===== src/hw/rtl/escaped_frame_deframer_crc16_assert.svh =====
// ----------------------------------------------------------------------------
// Assertion macros for the escaped frame deframer
// Clocked property checks, compiled out when ASSERT_OFF is defined.
// ----------------------------------------------------------------------------
`ifndef ESCAPED_FRAME_DEFRAMER_CRC16_ASSERT_SVH
`define ESCAPED_FRAME_DEFRAMER_CRC16_ASSERT_SVH
`ifndef ASSERT_OFF
// check outside reset
`define EFD_ASSERT(name, prop, msg) \
  name: assert property (@(posedge clk) disable iff (rst) prop) else $error(msg);
// check at every edge, reset included
`define EFD_ASSERT_ALWAYS(name, prop, msg) \
  name: assert property (@(posedge clk) prop) else $error(msg);
`else
`define EFD_ASSERT(name, prop, msg)
`define EFD_ASSERT_ALWAYS(name, prop, msg)
`endif
`endif


===== src/hw/rtl/efd_pkg.sv =====
// ----------------------------------------------------------------------------
// efd_pkg
// Shared types, codes and the CRC-16 byte update for the frame deframer.
// ----------------------------------------------------------------------------
package efd_pkg;

  localparam int MAX_PAYLOAD = 4095;
  localparam int HEADER_LEN  = 10;
  localparam int FIXED_LEN   = 12;
  localparam int BODY_W      = 13;
  localparam logic [BODY_W-1:0] BODY_SAT = '1;

  localparam int QDEPTH = 4;
  localparam int QPTR_W = $clog2(QDEPTH);

  localparam logic [15:0] CRC_POLY = 16'h1021;

  localparam logic [7:0] HEAD_RESET = 8'h7e;
  localparam logic [7:0] TAIL_RESET = 8'h0d;
  localparam logic [7:0] ESC_RESET  = 8'h14;

  // configuration register indexes
  localparam logic [1:0] REG_HEAD = 2'd0;
  localparam logic [1:0] REG_TAIL = 2'd1;
  localparam logic [1:0] REG_ESC  = 2'd2;

  // token kinds, front to back
  localparam logic [1:0] TK_OPEN  = 2'd0;
  localparam logic [1:0] TK_ABORT = 2'd1;
  localparam logic [1:0] TK_TAIL  = 2'd2;
  localparam logic [1:0] TK_DATA  = 2'd3;

  // end item status
  localparam logic [2:0] ST_OK       = 3'd0;
  localparam logic [2:0] ST_CRC      = 3'd1;
  localparam logic [2:0] ST_LEN_CHK  = 3'd2;
  localparam logic [2:0] ST_LEN_MISS = 3'd3;
  localparam logic [2:0] ST_FORMAT   = 3'd4;
  localparam logic [2:0] ST_ABORT    = 3'd5;

  localparam logic ITEM_PAYLOAD = 1'b0;
  localparam logic ITEM_END     = 1'b1;

  typedef struct packed {
    logic [1:0] kind;
    logic       esc;   // escape was pending when the tail arrived
    logic [7:0] data;  // unescaped byte
  } token_t;

  typedef struct packed {
    logic full;
    logic empty;
  } qstat_t;

  typedef struct packed {
    logic        item_kind;
    logic [7:0]  payload_byte;
    logic [7:0]  version;
    logic [31:0] address;
    logic [7:0]  sub_id;
    logic [7:0]  command_group;
    logic [7:0]  command_code;
    logic [11:0] payload_count;
    logic [2:0]  status;
    logic        frame_end;
  } result_t;

  function automatic logic [15:0] crc_byte(input logic [15:0] crc, input logic [7:0] b);
    logic [15:0] c;
    c = crc ^ {b, 8'h00};
    for (int k = 0; k < 8; k++) begin
      c = c[15] ? ((c << 1) ^ CRC_POLY) : (c << 1);
    end
    return c;
  endfunction

endpackage


===== src/hw/rtl/efd_front.sv =====
// ----------------------------------------------------------------------------
// efd_front
// Holds the marker registers, tracks frame and escape state, and turns raw
// link bytes into tokens for the back end.
// ----------------------------------------------------------------------------
module efd_front (
  input  logic             clk,
  input  logic             rst,
  input  logic             cfg_valid,
  output logic             cfg_ready,
  input  logic [1:0]       cfg_index,
  input  logic [7:0]       cfg_data,
  input  logic             in_valid,
  output logic             in_ready,
  input  logic [7:0]       in_byte,
  input  efd_pkg::qstat_t  qstat,
  output logic             push,
  output efd_pkg::token_t  push_tok
);
  import efd_pkg::*;

  logic [7:0] head_byte;
  logic [7:0] tail_byte;
  logic [7:0] escape_byte;
  logic       in_frame;
  logic       in_frame_next;
  logic       esc_pending;
  logic       esc_pending_next;
  logic       accept;

  assign cfg_ready = 1'b1;
  assign in_ready  = !qstat.full;
  assign accept    = in_valid && in_ready;

  // head beats tail, tail beats escape
  always_comb begin
    push             = 1'b0;
    push_tok.kind    = TK_DATA;
    push_tok.esc     = esc_pending;
    push_tok.data    = in_byte;
    in_frame_next    = in_frame;
    esc_pending_next = esc_pending;
    if (accept) begin
      if (!in_frame) begin
        if (in_byte == head_byte) begin
          push             = 1'b1;
          push_tok.kind    = TK_OPEN;
          in_frame_next    = 1'b1;
          esc_pending_next = 1'b0;
        end
      end else if (in_byte == head_byte) begin
        push             = 1'b1;
        push_tok.kind    = TK_ABORT;
        esc_pending_next = 1'b0;
      end else if (in_byte == tail_byte) begin
        push             = 1'b1;
        push_tok.kind    = TK_TAIL;
        in_frame_next    = 1'b0;
        esc_pending_next = 1'b0;
      end else if (esc_pending) begin
        push             = 1'b1;
        push_tok.data    = ~in_byte;
        esc_pending_next = 1'b0;
      end else if (in_byte == escape_byte) begin
        esc_pending_next = 1'b1;
      end else begin
        push = 1'b1;
      end
    end
  end

  always_ff @(posedge clk) begin
    if (rst) begin
      head_byte   <= HEAD_RESET;
      tail_byte   <= TAIL_RESET;
      escape_byte <= ESC_RESET;
      in_frame    <= 1'b0;
      esc_pending <= 1'b0;
    end else begin
      in_frame    <= in_frame_next;
      esc_pending <= esc_pending_next;
      if (cfg_valid && cfg_ready) begin
        unique case (cfg_index)
          REG_HEAD: head_byte   <= cfg_data;
          REG_TAIL: tail_byte   <= cfg_data;
          REG_ESC:  escape_byte <= cfg_data;
          default:  ;
        endcase
      end
    end
  end

endmodule


===== src/hw/rtl/efd_queue.sv =====
// ----------------------------------------------------------------------------
// efd_queue
// Small token queue between front and back end.
// ----------------------------------------------------------------------------
`include "escaped_frame_deframer_crc16_assert.svh"

module efd_queue (
  input  logic             clk,
  input  logic             rst,
  input  logic             push,
  input  efd_pkg::token_t  push_tok,
  input  logic             pop,
  output efd_pkg::token_t  pop_tok,
  output efd_pkg::qstat_t  qstat
);
  import efd_pkg::*;

  token_t            slots [QDEPTH];
  logic [QPTR_W-1:0] wr_ptr;
  logic [QPTR_W-1:0] rd_ptr;
  logic [QPTR_W:0]   count;

  assign qstat.full  = (count == (QPTR_W+1)'(QDEPTH));
  assign qstat.empty = (count == '0);
  assign pop_tok     = slots[rd_ptr];

  always_ff @(posedge clk) begin
    if (push) begin
      slots[wr_ptr] <= push_tok;
    end
  end

  always_ff @(posedge clk) begin
    if (rst) begin
      wr_ptr <= '0;
      rd_ptr <= '0;
      count  <= '0;
    end else begin
      if (push) begin
        wr_ptr <= wr_ptr + 1'b1;
      end
      if (pop) begin
        rd_ptr <= rd_ptr + 1'b1;
      end
      if (push && !pop) begin
        count <= count + 1'b1;
      end else if (pop && !push) begin
        count <= count - 1'b1;
      end
    end
  end

  `EFD_ASSERT(a_no_overflow, !(push && qstat.full && !pop), "token pushed into full queue")
  `EFD_ASSERT(a_no_underflow, !(pop && qstat.empty), "token popped from empty queue")
  `EFD_ASSERT(a_count_bound, count <= (QPTR_W+1)'(QDEPTH), "queue count out of range")

endmodule


===== src/hw/rtl/efd_back.sv =====
// ----------------------------------------------------------------------------
// efd_back
// Frame body processing: header capture, CRC, payload emission and the
// end-of-frame checks, with a registered result slot.
// ----------------------------------------------------------------------------
module efd_back (
  input  logic             clk,
  input  logic             rst,
  input  efd_pkg::qstat_t  qstat,
  input  efd_pkg::token_t  tok,
  output logic             pop,
  output logic             out_valid,
  input  logic             out_ready,
  output efd_pkg::result_t out_res
);
  import efd_pkg::*;

  localparam logic [BODY_W-1:0] BODY_MAX = BODY_W'(FIXED_LEN + MAX_PAYLOAD);

  logic [BODY_W-1:0] body_count;
  logic [15:0]       running_crc;
  logic [7:0]        held0;
  logic [7:0]        held1;
  logic [7:0]        hdr [HEADER_LEN];
  logic              format_fault;

  logic [BODY_W-1:0] count_inc;
  logic [BODY_W-1:0] pos;
  logic [BODY_W-1:0] seen_diff;
  logic [11:0]       lenid;
  logic [11:0]       seen;
  logic [5:0]        nib_sum;
  logic [5:0]        nib_neg;
  logic              emit_pay;
  logic [2:0]        tail_status;
  logic              has_res;
  result_t           res;

  assign pop = !qstat.empty && (!out_valid || out_ready);

  assign count_inc = (body_count == BODY_SAT) ? body_count : body_count + 1'b1;
  assign lenid     = {hdr[8][3:0], hdr[9]};
  assign pos       = body_count - BODY_W'(HEADER_LEN);
  assign emit_pay  = (body_count >= BODY_W'(HEADER_LEN)) && (pos < {1'b0, lenid}) &&
                     (pos < BODY_W'(MAX_PAYLOAD));

  // payload bytes seen so far, saturated to 12 bits
  assign seen_diff = body_count - BODY_W'(FIXED_LEN);
  always_comb begin
    if (body_count < BODY_W'(FIXED_LEN)) begin
      seen = '0;
    end else if (seen_diff[BODY_W-1]) begin
      seen = '1;
    end else begin
      seen = seen_diff[11:0];
    end
  end

  assign nib_sum = {2'b00, hdr[8][3:0]} + {2'b00, hdr[9][7:4]} + {2'b00, hdr[9][3:0]};
  assign nib_neg = ~nib_sum + 6'd1;

  always_comb begin
    if (tok.esc || format_fault || body_count < BODY_W'(FIXED_LEN) ||
        body_count > BODY_MAX) begin
      tail_status = ST_FORMAT;
    end else if ({held0, held1} != running_crc) begin
      tail_status = ST_CRC;
    end else if (hdr[8][7:4] != nib_neg[3:0]) begin
      tail_status = ST_LEN_CHK;
    end else if (lenid != seen) begin
      tail_status = ST_LEN_MISS;
    end else begin
      tail_status = ST_OK;
    end
  end

  always_comb begin
    res               = '0;
    res.item_kind     = ITEM_END;
    res.version       = hdr[0];
    res.address       = {hdr[1], hdr[2], hdr[3], hdr[4]};
    res.sub_id        = hdr[5];
    res.command_group = hdr[6];
    res.command_code  = hdr[7];
    res.payload_count = seen;
    res.status        = (tok.kind == TK_ABORT) ? ST_ABORT : tail_status;
    res.frame_end     = 1'b1;
    has_res           = 1'b0;
    unique case (tok.kind) inside
      TK_ABORT, TK_TAIL: has_res = 1'b1;
      TK_DATA: begin
        if (emit_pay) begin
          has_res          = 1'b1;
          res              = '0;
          res.item_kind    = ITEM_PAYLOAD;
          res.payload_byte = tok.data;
        end
      end
      default: has_res = 1'b0;
    endcase
  end

  // frame state
  always_ff @(posedge clk) begin
    if (rst) begin
      body_count   <= '0;
      running_crc  <= '0;
      held0        <= '0;
      held1        <= '0;
      format_fault <= 1'b0;
      for (int i = 0; i < HEADER_LEN; i++) begin
        hdr[i] <= '0;
      end
    end else if (pop) begin
      unique case (tok.kind) inside
        TK_OPEN, TK_ABORT: begin
          body_count   <= '0;
          running_crc  <= '0;
          held0        <= '0;
          held1        <= '0;
          format_fault <= 1'b0;
          for (int i = 0; i < HEADER_LEN; i++) begin
            hdr[i] <= '0;
          end
        end
        TK_DATA: begin
          // the two newest bytes wait in held0/held1 before entering the CRC
          if (body_count >= BODY_W'(2)) begin
            running_crc <= crc_byte(running_crc, held0);
          end
          held0      <= held1;
          held1      <= tok.data;
          body_count <= count_inc;
          if (count_inc > BODY_MAX) begin
            format_fault <= 1'b1;
          end
          if (body_count < BODY_W'(HEADER_LEN)) begin
            hdr[body_count[3:0]] <= tok.data;
          end
        end
        default: ;
      endcase
    end
  end

  // result slot
  always_ff @(posedge clk) begin
    if (rst) begin
      out_valid <= 1'b0;
    end else if (pop) begin
      out_valid <= has_res;
    end else if (out_ready) begin
      out_valid <= 1'b0;
    end
  end

  always_ff @(posedge clk) begin
    if (pop && has_res) begin
      out_res <= res;
    end
  end

endmodule


===== src/hw/rtl/escaped_frame_deframer_crc16.sv =====
// ----------------------------------------------------------------------------
// escaped_frame_deframer_crc16
// Byte-stuffed frame deframer with CRC-16/XMODEM and length checks.
// ----------------------------------------------------------------------------
// Takes one raw link byte per clock while the queue is not full. The front
// end classifies each byte against the marker registers in the cycle it is
// accepted and writes a token into a four-entry queue. The back end retires
// one token per cycle unless its output register holds an untaken item,
// doing the CRC-16 byte update combinationally, with the result registered.
// Items pass a queue slot, then the output register. Output back-pressure
// fills the queue; s_axis_tready drops only once all four slots are taken.
module escaped_frame_deframer_crc16 (
  input  logic        clk,
  input  logic        rst,
  input  logic        cfg_valid,
  output logic        cfg_ready,
  input  logic [1:0]  cfg_index,
  input  logic [7:0]  cfg_data,
  input  logic        s_axis_tvalid,
  output logic        s_axis_tready,
  input  logic [7:0]  s_axis_tdata,   // [7:0] rx_byte
  output logic        m_axis_tvalid,
  input  logic        m_axis_tready,
  // [7:0] payload_byte, [15:8] version, [47:16] address, [55:48] sub_id,
  // [63:56] command_group, [71:64] command_code, [83:72] payload_count,
  // [86:84] status, [87] zero
  output logic [87:0] m_axis_tdata,
  output logic        m_axis_tuser,   // [0] item_kind
  output logic        m_axis_tlast    // frame_end
);
  import efd_pkg::*;

  qstat_t  qstat;
  token_t  push_tok;
  token_t  pop_tok;
  result_t res;
  logic    push;
  logic    pop;

  efd_front u_front (
    .clk       (clk),
    .rst       (rst),
    .cfg_valid (cfg_valid),
    .cfg_ready (cfg_ready),
    .cfg_index (cfg_index),
    .cfg_data  (cfg_data),
    .in_valid  (s_axis_tvalid),
    .in_ready  (s_axis_tready),
    .in_byte   (s_axis_tdata),
    .qstat     (qstat),
    .push      (push),
    .push_tok  (push_tok)
  );

  efd_queue u_queue (
    .clk      (clk),
    .rst      (rst),
    .push     (push),
    .push_tok (push_tok),
    .pop      (pop),
    .pop_tok  (pop_tok),
    .qstat    (qstat)
  );

  efd_back u_back (
    .clk       (clk),
    .rst       (rst),
    .qstat     (qstat),
    .tok       (pop_tok),
    .pop       (pop),
    .out_valid (m_axis_tvalid),
    .out_ready (m_axis_tready),
    .out_res   (res)
  );

  assign m_axis_tdata = {1'b0, res.status, res.payload_count, res.command_code,
                         res.command_group, res.sub_id, res.address, res.version,
                         res.payload_byte};
  assign m_axis_tuser = res.item_kind;
  assign m_axis_tlast = res.frame_end;

endmodule

===== config.mk =====
export PLATFORM = sky130hd
export DESIGN_NAME = escaped_frame_deframer_crc16
export DESIGN_NICKNAME = d
export VERILOG_FILES = /design/src/hw/rtl/efd_pkg.sv /design/src/hw/rtl/efd_front.sv /design/src/hw/rtl/efd_queue.sv /design/src/hw/rtl/efd_back.sv /design/src/hw/rtl/escaped_frame_deframer_crc16.sv
export VERILOG_INCLUDE_DIRS = /design/src /design/src/hw/rtl
export SDC_FILE = /design/constraint.sdc
export NUM_CORES = 1
export LEC_CHECK = 0
export BUFFER_PORTS_ARGS = -buffer_cell sky130_fd_sc_hd__buf_2
export CAP_MARGIN = 20
export CORE_UTILIZATION = 54
export CTS_CLUSTER_SIZE = 20
export DETAILED_ROUTE_END_ITERATION = 8
export HOLD_SLACK_MARGIN = 0.06
export PLACE_DENSITY = 0.83
export SYNTH_ARGS = -nofsm -noshare
export SYNTH_HDL_FRONTEND = slang
export SYNTH_SLANG_ARGS = --single-unit

===== constraint.sdc =====
create_clock -name clk -period 5.5 [get_ports clk]
set_clock_uncertainty 0.1 [all_clocks]
set_input_delay 0.55 -clock clk [delete_from_list [all_inputs] [get_ports clk]]
set_output_delay 0.55 -clock clk [all_outputs]
set_load 0.05 [all_outputs]

==> qor.yml <==
outcome:
  status: "finished, final reports clean"
clock_tree:
  clk-insertion-delay-late_ns: 0.56
  clkTransAtPathRegs_ns: 0.06
  post_cts_buffers: 0
  cts_root_buf: "clkbuf_16"
  htreeDepth: 1
  cts_made_buffers: 29
  cts_tree: "built"
  post_cts_resized: 0
  clockBufferDepth: 3
  cts.sinks: 294
  cts_hold_buf: 0
job:
  maxCapViolCount: 0
floorplanning:
  die_area_um2: 25900
  start_util: 0.556
  io_pins: 116
  die_w_um: 161
  rows: 57
  die_h_um: 161
  fp.coreArea_um2: 24500
worst_setup_path:
  crit_type: "reg2reg"
  worstPathMaxFanout: 30
  crit_path_end_kind: "flip-flop"
  worstPathArrival_ns: 4.82
  crit_path_top_delay_cell: "dfxtp_1"
  r2r_setup_slack_ns: 0.82
  rr_endpoint: "u_back.out_res[61]"
  rr_startpoint: "u_back.body_count[2]"
  crit_chain: "inv_1 -> ha_1 -> nor2b_1 -> or2_2 -> nor4_4 -> xor2_2 -> ha_1 -> and3_1 -> a2111o_1 -> a21oi_2 -> o311ai_4 -> a211o_1 -> clkinv_2 -> buf_12"
  cp_data_required_time_ns: 5.65
  slowest_delay_ns: 0.68
  crit_path_start_kind: "flip-flop"
  worstRegToRegCells: 14
  cp_common_cell: "ha_1"
detailed_routing:
  routed_wl_um: 27900
  wl_per_cell_um: 17.0
  vias_per_cell: 5.57
  dr_total_vias: 9130
  first_pass_iters: 7
  drtAntennaViolNets: 0
  drtIter0Drc: 783
  drc_errors: 0
synth:
  netlist_area_um2: 13600
  ys_async_sr_fraction: 0
  yosysSeqAreaShare: 0.587
  yosys_warnings: 0
  synth_nets: 1265
  synth_area_leaders: "edfxtp_1 (47%), dfxtp_1 (12%), nor2_1 (4.6%)"
  ys_types: 80
  synth_edf_count: 212
  syn_avg_cell_area_um2: 11.3
  ys_ff_latch: 294
  synth_top_cell_by_area: "edfxtp_1"
  synth_ff_type: "edfxtp_1"
  synth_top_area_frac: 0.467
  synth_cells: 1204
min_path:
  holdPathEnd: "u_front.head_byte[2]"
  hold_path_class: "in2reg"
  holdCritStartpoint: "cfg_data[2]"
  hold_depth: 2
cells_and_area:
  diodes: 0
  n_fill_cell: 1869
  nets: 1352
  areaGrowthSynthToFinish_pct: 12.6
  final_area_um2: 15400
  fin_cells: 1638
  ff_latch_area_um2: 8010
  final_common_cell: "edfxtp_1"
  multi_input_area_um2: 5160
  mostFrequentLayoutCells: "edfxtp_1 (212), nor2_1 (167), buf_2 (113)"
  drive_gt1_frac: 0.174
global_route:
  grt_pass1_wl_um: 44600
  first_global_vias: 8786
  grt_use_total: 0.216
  gr-total-overflow: 0
  antenna_found_initial: 0
  grt_max_degree: 82
placement:
  place_inst: 1583
  dp_hpwl_um: 18700
  io_buffer_count: 113
  dpl_cell_area_um2: 14400
  gp_congestion: 0.903
timing:
  max-slew-margin-rel: 0.367
  min_period_ns: 4.68
  setup_viol: 0
  grt_setup_unrepaired: "no"
  finalSetupTns_ns: 0
  worst_hold_slack_ns: 0.108
  slew_viol_final: 0
  period_share: 0.850
  tightest_slew_ns: 0.950
  finalHoldViolCount: 0
  fmax_mhz: 214
pwr:
  power.density_nw_per_um2: 412
  leakagePower_nw: 5.72
  ir_drop_uv: 249
==> power by group <==
group / switching (mW) / total [mW] / internal (mW)
Clock: 0.835 / 1.91 / 1.07
Sequential: 0.158 / 2.91 / 2.75
Combinational: 1.00 / 1.50 / 0.501
==> metal layers <==
| layer | vias up | track usage | wire length [um] |
|---|---|---|---|
| li1 | 4391 | - | - |
| met1 | 4298 | 0.280 | 11700 |
| met2 | 380 | 0.371 | 13500 |
| met3 | 61 | 0.0307 | 1820 |
| met4 | 0 | 0.0733 | 807 |
| met5 | - | 0 | 0 |
==> cells in the mapped netlist (all sizes together), types with 5 or more instances <==
| cell | n |
|---|---|
| nor2 | 175 |
| mux2i | 22 |
| and2 | 73 |
| a22oi | 7 |
| xnor2 | 66 |
| xor2 | 32 |
| edfxtp | 212 |
| dfxtp | 82 |
| inv | 35 |
| nand3 | 42 |
| a21oi | 70 |
| buf | 18 |
| nor4 | 11 |
| ha | 33 |
| nor3 | 25 |
| nor2b | 11 |
| clkbuf | 58 |
| nand4 | 15 |
| o21ai | 28 |
| nand2 | 84 |
| mux2 | 9 |
| fa | 5 |
| a211o | 13 |
==> stage by stage <==
| stage | worst slack, ns | util | power [mW] |
|---|---|---|---|
| 2_1_floorplan | 0.0553 | - | 3.99 |
| 3_3_place_gp | 1.03 | 0.588 | 4.39 |
| 3_5_place_dp | 0.928 | 0.588 | 4.43 |
| 4_1_cts | 0.867 | 0.626 | 6.33 |
| 5_1_grt | 0.626 | 0.626 | 6.57 |
| 6_report | 0.824 | 0.626 | 6.32 |
==> worst max-delay path: cells and delay by family (launching register included) <==
| family | cells | cell delay (ns) |
|---|---|---|
| buffers and inverters | 3 | 0.97 |
| AOI/OAI and AO/OA | 4 | 1.10 |
| xor gates and xnor gates | 1 | 0.19 |
| DFF | 1 | 0.68 |
| and+or+nand+nor | 4 | 0.69 |
| adders and majority gates | 2 | 0.61 |
==> worst max-delay path by stage <==
stage | from | endpoint | slack [ns] | cells after the start
floorplan | u_back.body_count[2] | u_back.out_res[0] | 0.06 | 13
global placement | u_back.body_count[2] | u_back.out_res[18] | 1.03 | 14
detailed placement | u_back.body_count[2] | u_back.out_res[21] | 0.93 | 14
CTS | u_back.body_count[2] | u_back.out_res[28] | 0.87 | 14
global route | u_back.body_count[2] | u_back.out_res[28] | 0.63 | 14
finish | u_back.body_count[2] | u_back.out_res[61] | 0.82 | 14
==> flip-flops by register name, indices dropped and copies added, names as in the netlist, 3 cells and up, named ones only <==
register,flops
u_back.running_crc,16
u_queue.count,3
u_back.held1,8
u_back.body_count,13
u_front.tail_byte,8
u_front.escape_byte,8
u_back.held0,8
u_queue.slots,44
u_back.hdr,80
u_back.out_res,88
u_front.head_byte,8
==> area by class of cell <==
cell class | instances | share of cell area
clock buffer | 34 | 0.0485
clock inverter | 20 | 0.0112
inverter | 35 | 0.00864
multi-input combinational | 799 | 0.336
sequential | 294 | 0.522
tap | 324 | 0.0264
timing repair buffer | 132 | 0.0478
==> logic make-up after synthesis <==
kind of cell / count (synthesis) / synth area share
AND/OR/NAND/NOR: 463 / 0.166
buffers and inverters: 111 / 0.0348
AO/OA/AOI/OAI: 164 / 0.0815
multiplexers: 34 / 0.0285
adder cells (fa/ha/maj): 38 / 0.0376
flip-flops: 294 / 0.587
XOR/XNOR: 98 / 0.0635
other: 2 / 0.000551
No activity file was read; power rests on OpenSTA's default activity.
